**config.mk**
```make
export PLATFORM = sky130hd
export DESIGN_NAME = multilevel_ready_queue_unit
export DESIGN_NICKNAME = d
export VERILOG_FILES = /design/src/rtl/core/mrq_pkg.sv /design/src/rtl/core/mrq_ram.sv /design/src/rtl/core/mrq_prio_calc.sv /design/src/rtl/core/mrq_level_find.sv /design/src/rtl/core/multilevel_ready_queue_unit.sv
export SDC_FILE = /design/constraint.sdc
export NUM_CORES = 2
export LEC_CHECK = 0
export BUFFER_PORTS_ARGS = -buffer_cell sky130_fd_sc_hd__buf_2
export CAP_MARGIN = 20
export CORE_MARGIN = 1.5
export CORE_UTILIZATION = 45
export CTS_BUF_LIST = sky130_fd_sc_hd__clkbuf_8
export CTS_CLUSTER_DIAMETER = 120
export DETAILED_ROUTE_END_ITERATION = 6
export MAX_ROUTING_LAYER = met4
export REMOVE_ABC_BUFFERS = 1
export SLEW_MARGIN = 10
export SYNTH_ARGS = -nofsm -noshare
export SYNTH_HDL_FRONTEND = slang
export SYNTH_SLANG_ARGS = --single-unit
```
**constraint.sdc**
```tcl
create_clock -name clk_i -period 5.92 [get_ports clk_i]
set_input_delay 0.296 -clock clk_i [delete_from_list [all_inputs] [get_ports clk_i]]
set_output_delay 0.296 -clock clk_i [all_outputs]
set_load 0.1 [all_outputs]
```
**src/rtl/core/mrq_pkg.sv**
```systemverilog
package mrq_pkg;

  // Field widths of the request and result channels
  localparam int FUNC_W   = 2;
  localparam int TID_W    = 6;
  localparam int LEVEL_W  = 6;
  localparam int RCPU_W   = 11;
  localparam int NICE_W   = 6;
  localparam int STATUS_W = 2;

  // Defaults of the top level parameters, and the default thread level
  localparam int NUM_THREADS_DEF  = 64;
  localparam int MAX_PRIORITY_DEF = 63;
  localparam int DEFAULT_LEVEL    = 31;

  // Function codes
  localparam logic [FUNC_W-1:0] FN_ENQUEUE   = 2'd0;
  localparam logic [FUNC_W-1:0] FN_DEQUEUE   = 2'd1;
  localparam logic [FUNC_W-1:0] FN_RECOMPUTE = 2'd2;

  // Status codes
  localparam logic [STATUS_W-1:0] STAT_OK    = 2'd0;
  localparam logic [STATUS_W-1:0] STAT_IDLE  = 2'd1;
  localparam logic [STATUS_W-1:0] STAT_READY = 2'd2;

endpackage

```
**src/rtl/core/mrq_ram.sv**
```systemverilog
module mrq_ram #(
  parameter int Width = 8,
  parameter int Depth = 64
) (
  input  logic                     clk_i,
  input  logic                     we_i,
  input  logic [$clog2(Depth)-1:0] waddr_i,
  input  logic [Width-1:0]         wdata_i,
  input  logic [$clog2(Depth)-1:0] raddr_i,
  output logic [Width-1:0]         rdata_o
);

  logic [Width-1:0] mem [Depth];
  logic [Width-1:0] rdata_q;

  always_ff @(posedge clk_i) begin
    if (we_i) begin
      mem[waddr_i] <= wdata_i;
    end
    rdata_q <= mem[raddr_i];
  end

  assign rdata_o = rdata_q;

endmodule

```
**src/rtl/core/mrq_prio_calc.sv**
```systemverilog
module mrq_prio_calc #(
  parameter int MaxPriority = 63
) (
  input  logic signed [mrq_pkg::RCPU_W-1:0]  rcpu_i,
  input  logic signed [mrq_pkg::NICE_W-1:0]  nice_i,
  output logic [$clog2(MaxPriority+1)-1:0]   level_o
);

  localparam int LW = $clog2(MaxPriority + 1);

  logic signed [11:0] rc_ext;
  logic signed [11:0] quot;
  logic signed [11:0] nice_ext;
  logic signed [11:0] prio;

  always_comb begin
    rc_ext   = 12'(rcpu_i);
    nice_ext = 12'(nice_i);
    // divide by four, truncating toward zero
    quot     = (rc_ext + (rc_ext < 0 ? 12'sd3 : 12'sd0)) >>> 2;
    prio     = 12'(MaxPriority) - quot - (nice_ext <<< 1);
    if (prio < 0) begin
      level_o = '0;
    end else if (prio > 12'(MaxPriority)) begin
      level_o = LW'(MaxPriority);
    end else begin
      level_o = prio[LW-1:0];
    end
  end

endmodule

```
**src/rtl/core/mrq_level_find.sv**
```systemverilog
module mrq_level_find #(
  parameter int Levels = 64
) (
  input  logic [Levels-1:0]         nonempty_i,
  output logic [$clog2(Levels)-1:0] level_o,
  output logic                      any_o
);

  localparam int LW = $clog2(Levels);

  always_comb begin
    level_o = '0;
    any_o   = 1'b0;
    for (int i = 0; i < Levels; i++) begin
      if (nonempty_i[i]) begin
        level_o = LW'(i);
        any_o   = 1'b1;
      end
    end
  end

endmodule

```
**src/rtl/core/multilevel_ready_queue_unit.sv**
```systemverilog
// Multilevel ready queue: FIFO per priority level, highest level served first.
// Enqueue reads level and tail, then appends a thread not yet ready; dequeue reads
// head, then link, and pops (no reads when all queues are empty); recompute rewrites
// the level, and unlinks and re-appends a ready thread that changes level.
// No new request is taken until the sequencer is back in idle; a full output register
// holds the sequencer back. Reset: queues empty, no thread ready; then a sweep writes
// the default level into every thread's level entry, stalling requests.
module multilevel_ready_queue_unit #(
  parameter int NUM_THREADS  = mrq_pkg::NUM_THREADS_DEF,
  parameter int MAX_PRIORITY = mrq_pkg::MAX_PRIORITY_DEF
) (
  input  logic                               clk_i,
  input  logic                               rst_ni,
  input  logic                               in_valid_i,
  output logic                               in_stall_o,
  input  logic [mrq_pkg::FUNC_W-1:0]         func_i,
  input  logic [mrq_pkg::TID_W-1:0]          thread_id_i,
  input  logic [mrq_pkg::LEVEL_W-1:0]        new_level_i,
  input  logic signed [mrq_pkg::RCPU_W-1:0]  recent_cpu_int_i,
  input  logic signed [mrq_pkg::NICE_W-1:0]  nice_value_i,
  output logic                               out_valid_o,
  input  logic                               out_stall_i,
  output logic [mrq_pkg::TID_W-1:0]          out_thread_o,
  output logic [mrq_pkg::LEVEL_W-1:0]        out_level_o,
  output logic [mrq_pkg::STATUS_W-1:0]       status_o
);

  localparam int Levels   = MAX_PRIORITY + 1;
  localparam int TW       = $clog2(NUM_THREADS);
  localparam int LW       = $clog2(Levels);
  localparam int DefLevel = (mrq_pkg::DEFAULT_LEVEL > MAX_PRIORITY) ?
                            MAX_PRIORITY : mrq_pkg::DEFAULT_LEVEL;

  // Sequencer states
  localparam logic [3:0] ST_CLR  = 4'd0;
  localparam logic [3:0] ST_IDLE = 4'd1;
  localparam logic [3:0] ST_RD0  = 4'd2;
  localparam logic [3:0] ST_ENQ  = 4'd3;
  localparam logic [3:0] ST_DQ1  = 4'd4;
  localparam logic [3:0] ST_DQ2  = 4'd5;
  localparam logic [3:0] ST_RC1  = 4'd6;
  localparam logic [3:0] ST_RC2  = 4'd7;
  localparam logic [3:0] ST_RC3  = 4'd8;
  localparam logic [3:0] ST_DONE = 4'd9;

  // Reduce a thread id modulo NUM_THREADS, one restoring step per bit
  function automatic logic [TW-1:0] wrap_tid(input logic [mrq_pkg::TID_W-1:0] id);
    logic [16:0] r;
    r = 17'(id);
    for (int k = mrq_pkg::TID_W - 1; k >= 0; k--) begin
      if (r >= (17'(NUM_THREADS) << k)) begin
        r = r - (17'(NUM_THREADS) << k);
      end
    end
    return r[TW-1:0];
  endfunction

  logic [3:0]                     state_q, state_d;
  logic [TW-1:0]                  clr_q, clr_d;
  logic [NUM_THREADS-1:0]         rdy_q, rdy_d;
  logic [Levels-1:0]              ne_q, ne_d;
  logic [mrq_pkg::FUNC_W-1:0]     fn_q, fn_d;
  logic [mrq_pkg::TID_W-1:0]      tid_q, tid_d;
  logic [TW-1:0]                  t_q, t_d;
  logic [LW-1:0]                  lvl_q, lvl_d;
  logic                           any_q, any_d;
  logic [TW-1:0]                  h_q, h_d;
  logic [LW-1:0]                  old_q, old_d;
  logic [mrq_pkg::TID_W-1:0]      res_thread_q, res_thread_d;
  logic [mrq_pkg::LEVEL_W-1:0]    res_level_q, res_level_d;
  logic [mrq_pkg::STATUS_W-1:0]   res_status_q, res_status_d;
  logic                           out_valid_q, out_valid_d;
  logic [mrq_pkg::TID_W-1:0]      out_thread_q, out_thread_d;
  logic [mrq_pkg::LEVEL_W-1:0]    out_level_q, out_level_d;
  logic [mrq_pkg::STATUS_W-1:0]   out_status_q, out_status_d;

  logic [LW-1:0] calc_lvl;
  logic [LW-1:0] find_lvl;
  logic          find_any;
  logic [LW-1:0] enq_lvl;
  logic          do_append;

  // Memory ports
  logic          next_we, prev_we, head_we, tail_we, lvl_we;
  logic [TW-1:0] next_wa, next_wd, next_ra, next_rd;
  logic [TW-1:0] prev_wa, prev_wd, prev_ra, prev_rd;
  logic [LW-1:0] head_wa, head_ra, tail_wa, tail_ra;
  logic [TW-1:0] head_wd, head_rd, tail_wd, tail_rd;
  logic [TW-1:0] lvl_wa, lvl_ra;
  logic [LW-1:0] lvl_wd, lvl_rd;

  mrq_prio_calc #(.MaxPriority(MAX_PRIORITY)) u_calc (
    .rcpu_i  (recent_cpu_int_i),
    .nice_i  (nice_value_i),
    .level_o (calc_lvl)
  );

  mrq_level_find #(.Levels(Levels)) u_find (
    .nonempty_i (ne_q),
    .level_o    (find_lvl),
    .any_o      (find_any)
  );

  mrq_ram #(.Width(TW), .Depth(NUM_THREADS)) u_next (
    .clk_i, .we_i(next_we), .waddr_i(next_wa), .wdata_i(next_wd),
    .raddr_i(next_ra), .rdata_o(next_rd)
  );
  mrq_ram #(.Width(TW), .Depth(NUM_THREADS)) u_prev (
    .clk_i, .we_i(prev_we), .waddr_i(prev_wa), .wdata_i(prev_wd),
    .raddr_i(prev_ra), .rdata_o(prev_rd)
  );
  mrq_ram #(.Width(TW), .Depth(Levels)) u_head (
    .clk_i, .we_i(head_we), .waddr_i(head_wa), .wdata_i(head_wd),
    .raddr_i(head_ra), .rdata_o(head_rd)
  );
  mrq_ram #(.Width(TW), .Depth(Levels)) u_tail (
    .clk_i, .we_i(tail_we), .waddr_i(tail_wa), .wdata_i(tail_wd),
    .raddr_i(tail_ra), .rdata_o(tail_rd)
  );
  mrq_ram #(.Width(LW), .Depth(NUM_THREADS)) u_level (
    .clk_i, .we_i(lvl_we), .waddr_i(lvl_wa), .wdata_i(lvl_wd),
    .raddr_i(lvl_ra), .rdata_o(lvl_rd)
  );

  // Saturate the enqueue level to the top priority
  assign enq_lvl = (32'(new_level_i) > MAX_PRIORITY) ? LW'(MAX_PRIORITY) : LW'(new_level_i);

  always_comb begin
    state_d      = state_q;
    clr_d        = clr_q;
    rdy_d        = rdy_q;
    ne_d         = ne_q;
    fn_d         = fn_q;
    tid_d        = tid_q;
    t_d          = t_q;
    lvl_d        = lvl_q;
    any_d        = any_q;
    h_d          = h_q;
    old_d        = old_q;
    res_thread_d = res_thread_q;
    res_level_d  = res_level_q;
    res_status_d = res_status_q;
    out_valid_d  = out_valid_q;
    out_thread_d = out_thread_q;
    out_level_d  = out_level_q;
    out_status_d = out_status_q;
    do_append    = 1'b0;

    next_we = 1'b0; next_wa = '0; next_wd = '0; next_ra = '0;
    prev_we = 1'b0; prev_wa = '0; prev_wd = '0; prev_ra = '0;
    head_we = 1'b0; head_wa = '0; head_wd = '0; head_ra = '0;
    tail_we = 1'b0; tail_wa = '0; tail_wd = '0; tail_ra = '0;
    lvl_we  = 1'b0; lvl_wa  = '0; lvl_wd  = '0; lvl_ra  = '0;

    // Drop the result once the consumer takes it
    if (out_valid_q && !out_stall_i) begin
      out_valid_d = 1'b0;
    end

    case (state_q)
      ST_CLR: begin
        // Sweep the default level into every thread entry
        lvl_we = 1'b1;
        lvl_wa = clr_q;
        lvl_wd = LW'(DefLevel);
        clr_d  = clr_q + 1'b1;
        if (32'(clr_q) == NUM_THREADS - 1) begin
          state_d = ST_IDLE;
        end
      end
      ST_IDLE: begin
        if (in_valid_i) begin
          fn_d  = func_i;
          tid_d = thread_id_i;
          t_d   = wrap_tid(thread_id_i);
          any_d = find_any;
          case (func_i)
            mrq_pkg::FN_ENQUEUE:   lvl_d = enq_lvl;
            mrq_pkg::FN_DEQUEUE:   lvl_d = find_lvl;
            mrq_pkg::FN_RECOMPUTE: lvl_d = calc_lvl;
            default:               lvl_d = '0;
          endcase
          state_d = ST_RD0;
        end
      end
      ST_RD0: begin
        case (fn_q)
          mrq_pkg::FN_ENQUEUE: begin
            lvl_ra  = t_q;
            tail_ra = lvl_q;
            state_d = ST_ENQ;
          end
          mrq_pkg::FN_DEQUEUE: begin
            if (any_q) begin
              head_ra = lvl_q;
              state_d = ST_DQ1;
            end else begin
              res_thread_d = tid_q;
              res_level_d  = '0;
              res_status_d = mrq_pkg::STAT_IDLE;
              state_d      = ST_DONE;
            end
          end
          mrq_pkg::FN_RECOMPUTE: begin
            lvl_ra  = t_q;
            state_d = ST_RC1;
          end
          default: begin
            res_thread_d = tid_q;
            res_level_d  = '0;
            res_status_d = mrq_pkg::STAT_OK;
            state_d      = ST_DONE;
          end
        endcase
      end
      ST_ENQ: begin
        res_thread_d = tid_q;
        if (rdy_q[t_q]) begin
          res_level_d  = mrq_pkg::LEVEL_W'(lvl_rd);
          res_status_d = mrq_pkg::STAT_READY;
        end else begin
          lvl_we       = 1'b1;
          lvl_wa       = t_q;
          lvl_wd       = lvl_q;
          rdy_d[t_q]   = 1'b1;
          do_append    = 1'b1;
          res_level_d  = mrq_pkg::LEVEL_W'(lvl_q);
          res_status_d = mrq_pkg::STAT_OK;
        end
        state_d = ST_DONE;
      end
      ST_DQ1: begin
        h_d     = head_rd;
        next_ra = head_rd;
        tail_ra = lvl_q;
        state_d = ST_DQ2;
      end
      ST_DQ2: begin
        // Pop the head; the queue empties when head is also the tail
        if (tail_rd == h_q) begin
          ne_d[lvl_q] = 1'b0;
        end else begin
          head_we = 1'b1;
          head_wa = lvl_q;
          head_wd = next_rd;
        end
        rdy_d[h_q]   = 1'b0;
        res_thread_d = mrq_pkg::TID_W'(h_q);
        res_level_d  = mrq_pkg::LEVEL_W'(lvl_q);
        res_status_d = mrq_pkg::STAT_OK;
        state_d      = ST_DONE;
      end
      ST_RC1: begin
        old_d  = lvl_rd;
        lvl_we = 1'b1;
        lvl_wa = t_q;
        lvl_wd = lvl_q;
        res_thread_d = tid_q;
        res_level_d  = mrq_pkg::LEVEL_W'(lvl_q);
        res_status_d = mrq_pkg::STAT_OK;
        if (rdy_q[t_q] && (lvl_rd != lvl_q)) begin
          head_ra = lvl_rd;
          tail_ra = lvl_rd;
          next_ra = t_q;
          prev_ra = t_q;
          state_d = ST_RC2;
        end else begin
          state_d = ST_DONE;
        end
      end
      ST_RC2: begin
        // Unlink the thread from its old queue
        if ((head_rd == t_q) && (tail_rd == t_q)) begin
          ne_d[old_q] = 1'b0;
        end else begin
          if (head_rd == t_q) begin
            head_we = 1'b1;
            head_wa = old_q;
            head_wd = next_rd;
          end else begin
            next_we = 1'b1;
            next_wa = prev_rd;
            next_wd = next_rd;
          end
          if (tail_rd == t_q) begin
            tail_we = 1'b1;
            tail_wa = old_q;
            tail_wd = prev_rd;
          end else begin
            prev_we = 1'b1;
            prev_wa = next_rd;
            prev_wd = prev_rd;
          end
        end
        tail_ra = lvl_q;
        state_d = ST_RC3;
      end
      ST_RC3: begin
        do_append = 1'b1;
        state_d   = ST_DONE;
      end
      ST_DONE: begin
        // Hold the result until the output register is free
        if (!out_valid_q || !out_stall_i) begin
          out_valid_d  = 1'b1;
          out_thread_d = res_thread_q;
          out_level_d  = res_level_q;
          out_status_d = res_status_q;
          state_d      = ST_IDLE;
        end
      end
      default: begin
        state_d = ST_IDLE;
      end
    endcase

    // Append thread t_q at the tail of queue lvl_q, tail read in the cycle before
    if (do_append) begin
      tail_we = 1'b1;
      tail_wa = lvl_q;
      tail_wd = t_q;
      if (ne_q[lvl_q]) begin
        next_we = 1'b1;
        next_wa = tail_rd;
        next_wd = t_q;
        prev_we = 1'b1;
        prev_wa = t_q;
        prev_wd = tail_rd;
      end else begin
        head_we     = 1'b1;
        head_wa     = lvl_q;
        head_wd     = t_q;
        ne_d[lvl_q] = 1'b1;
      end
    end
  end

  always_ff @(posedge clk_i or negedge rst_ni) begin
    if (!rst_ni) begin
      state_q     <= ST_CLR;
      clr_q       <= '0;
      rdy_q       <= '0;
      ne_q        <= '0;
      out_valid_q <= 1'b0;
    end else begin
      state_q     <= state_d;
      clr_q       <= clr_d;
      rdy_q       <= rdy_d;
      ne_q        <= ne_d;
      out_valid_q <= out_valid_d;
    end
  end

  always_ff @(posedge clk_i) begin
    fn_q         <= fn_d;
    tid_q        <= tid_d;
    t_q          <= t_d;
    lvl_q        <= lvl_d;
    any_q        <= any_d;
    h_q          <= h_d;
    old_q        <= old_d;
    res_thread_q <= res_thread_d;
    res_level_q  <= res_level_d;
    res_status_q <= res_status_d;
    out_thread_q <= out_thread_d;
    out_level_q  <= out_level_d;
    out_status_q <= out_status_d;
  end

  assign in_stall_o   = (state_q != ST_IDLE);
  assign out_valid_o  = out_valid_q;
  assign out_thread_o = out_thread_q;
  assign out_level_o  = out_level_q;
  assign status_o     = out_status_q;

  // No more levels are nonempty than threads are ready
  a_ne_le_ready: assert property (@(posedge clk_i) disable iff (!rst_ni)
    $countones(ne_q) <= $countones(rdy_q))
    else $error("nonempty levels exceed ready threads");

  // No ready thread means no queue holds anything
  a_no_ready_empty: assert property (@(posedge clk_i) disable iff (!rst_ni)
    ($countones(rdy_q) == 0) |-> (ne_q == '0))
    else $error("queue nonempty with no ready thread");

  // A pop always targets a level that holds a thread
  a_pop_nonempty: assert property (@(posedge clk_i) disable iff (!rst_ni)
    (state_q == ST_DQ2) |-> ne_q[lvl_q])
    else $error("pop from empty level");

  // An idle report carries level zero
  a_idle_level: assert property (@(posedge clk_i) disable iff (!rst_ni)
    (out_valid_o && (status_o == mrq_pkg::STAT_IDLE)) |-> (out_level_o == '0))
    else $error("idle result with nonzero level");

endmodule
```
==> reports/qor.yml <==
power_leakage_uw: 0.0359
p_total_uw: 40300
cts_sinks: 2144
path_class: "reg -> reg"
drtPass1Iterations: 7
preCtsSetupSlack_ps: 669
grt_pass1_wl_mm: 358
cpPeakStageDelay_ps: 790
reg2reg_slack_ps: 480
final_antenna_net_count: 0
start_util_pct: 45.2
synth_seq_area_share_pct: 71.1
slew-limit-headroom_pct: 24.5
syn_area_per_cell_sq_um: 14.2
whs_path_depth: 2
hpwlAfterDp_mm: 154
clock-root-buffer: "clkbuf_8"
cp-end-kind: "register"
synth_cell_types: 85
synth_edf_count: 1975
violations: "DRC"
grt_max_degree: 97
crit_path_top_delay_cell: "and2_1"
final_area_sq_um: 99700
ioPinCount: 51
layout_common_cells: "1975 x edfxtp_1, 626 x nand2_1, 537 x mux2i_1"
synth.top_cell.area_share_pct: 66.5
min_path_type: "in -> reg"
fp.dieW_um: 448
clkLatencyLatePin_ps: 1100
power_density_nw_per_um2: 405
rsz0062_at_grt: "false"
numCtsBuffers: 362
ys_warn_count: 0
ir_drop_uv: 250
place_area_sq_um: 92900
synth_area_sq_um: 89100
routed_via_density: 5.91
setup-violations-final: 0
wl_mm: 242
post-synth-top-area-cell: "edfxtp_1"
path_clk_slew_ps: 60
htreeDepth: 5
crit_fanout: 48
drv_slew: 0
synth_area_leaders: "edfxtp_1 67%, mux2i_1 6.0%, dfrtp_1 3.9%"
async_reset_ff_share_pct: 6.48
final_common_cell: "edfxtp_1"
hold_violations: 0
coreArea_sq_um: 197000
grt_pass1_vias: 55000
final_layout_size_suffix_gt1_share_pct: 12.7
cts_tree: "yes"
synth-seq-cells: 2144
fin_nets: 6566
final_util_pct: 50.6
crit_chain: "buf_12 -> inv_1 -> mux4_2 -> a21oi_1 -> nor4_2 -> a41oi_1 -> nor2_1 -> and2_1 -> buf_4 -> a22o_1 -> nand2_1 -> nor2_1"
via_count: 55700
antenna_found_initial: 9
wl_per_cell_um: 25.7
overflow: 0
routabilityCongestion: 0.965
hold_buffers: 23
period_minus_slack_ps: 5440
syn-instance-count: 6280
port_buffers: 50
fmax_ghz: 0.184
critPathLaunchType: "register"
worstPathRequired_ps: 6600
cts_max_path_buffers: 4
die_h_um: 448
regToRegEndpoint: "u_next.mem[60][3]"
area_growth_pct: 11.8
hold_path_end: "t_q[0]"
worstReg2RegStart: "t_q[0]"
ctsResizeCount: 0
clock_skew_ps: 64.3
period_share_pct: 91.9
ys.flop_type: "edfxtp_1"
tightestPinTransition_ps: 1130
drv_cap: 0
first_iter_violations: 5774
path_buf_inv: 3
hold_path.startpoint: "thread_id_i[0]"
track_usage_pct: 24.6
core.rowCount: 163
cp_top_family: "simple AND/OR/NAND/NOR gates"
cp.arrival_ps: 6120
drc_errors: 1
dieArea_sq_um: 201000
critPathMostFrequentCell: "nor2_1"
setup-tns-final_ps: 0
postCtsSetupBuffers: 0
status: "finished, violations left"
worst_slack_ps: 478
r2r_cells: 12
[state kept, by name, summed over array words and instances (netlist names), 64 cells and up]
name         flops
u_level.mem    384
u_next.mem     384
u_head.mem     384
u_prev.mem     384
u_tail.mem     384
ne_q            64
rdy_q           64
[layer usage]
metal | up-vias | part of all wire [%] | GRT usage (%)
met3 | 535 | 7.2 | 3.88
li1 | 24800 | - | -
met2 | 2414 | 47 | 37.9
met4 | 0 | 3.8 | 9.51
met5 | - | 0 | -
met1 | 27900 | 42 | 32.9
[power by group]
| group | total [uW] | internal, uW | leakage [uW] | switching [uW] |
|---|---|---|---|---|
| sequential | 19700 | 18800 | 0.0204 | 928 |
| combinational | 8370 | 2370 | 0.0117 | 6010 |
| clock | 12300 | 6410 | 0.00378 | 5840 |
| total | 40300 | 27600 | 0.0359 | 12800 |
[worst max path at each step]
stage | cells after the start | startpoint | to
2_1_floorplan | 11 | t_q[0] | u_tail.rdata_o[4]
3_3_place_gp | 13 | t_q[0] | u_next.mem[8][5]
3_5_place_dp | 12 | t_q[0] | u_next.mem[28][1]
4_1_cts | 12 | t_q[0] | u_next.mem[39][3]
5_1_grt | 12 | t_q[2] | u_next.mem[60][3]
6_report | 12 | t_q[0] | u_next.mem[60][3]
[layout make-up]
class | instances | area [sq um]
Clock buffer | 375 | 5160
Fill cell | 16800 | 97300
Clock inverter | 254 | 1380
Timing Repair Buffer | 242 | 2050
Antenna cell | 8 | 20.0
Sequential cell | 2144 | 63400
Multi-Input combinational cell | 3719 | 24200
Inverter | 41 | 154
Tap cell | 2640 | 3300
[synthesized netlist by cell type, types with 8 or more instances]
| library cell | instances |
|---|---|
| nor4_1 | 26 |
| a211oi_1 | 21 |
| nor3b_1 | 11 |
| nand3b_1 | 13 |
| a22o_1 | 48 |
| buf_2 | 84 |
| a32oi_1 | 43 |
| ha_1 | 20 |
| o31ai_1 | 14 |
| mux2i_1 | 537 |
| nand3_1 | 231 |
| a31oi_1 | 40 |
| dfxtp_1 | 30 |
| o211ai_1 | 67 |
| a21oi_1 | 225 |
| or4_1 | 8 |
| o21ai_0 | 416 |
| nand2b_1 | 21 |
| mux2_2 | 20 |
| xnor2_1 | 21 |
| mux4_2 | 91 |
| nor2b_1 | 24 |
| dfrtp_1 | 139 |
| nand2_1 | 635 |
| a22oi_1 | 34 |
| edfxtp_1 | 1975 |
| nor2_1 | 518 |
| clkbuf_1 | 230 |
| or3_1 | 18 |
| and2_1 | 22 |
| inv_1 | 39 |
| nand4_1 | 28 |
| o221ai_1 | 75 |
| a21o_1 | 21 |
| buf_1 | 54 |
| or2_2 | 16 |
| nor3_1 | 110 |
| o21a_1 | 8 |
| xor2_1 | 21 |
| o22ai_1 | 166 |
| a32o_1 | 36 |
| and3_1 | 22 |
[logic make-up after synthesis]
kind of cell / count (synthesis) / synth area share [%]
compound gates: 1282 / 9.18
xor+xnor: 42 / 0.413
fa+ha+maj: 21 / 0.303
buf+inv: 417 / 1.91
flops: 2144 / 71.1
mux: 648 / 8.58
simple gates: 1726 / 8.50
[per-stage QoR]
| stage | hold WS, ps | std cells |
|---|---|---|
| final | 62.0 | 9423 |
| after global routing | 35.0 | 9420 |
| after CTS | 0.517 | 9415 |
| after detailed placement | 360 | 8763 |
| after global placement | 361 | 8759 |
| after floorplan | 0.409 | 5904 |
(Power assumes the default switching activity.)
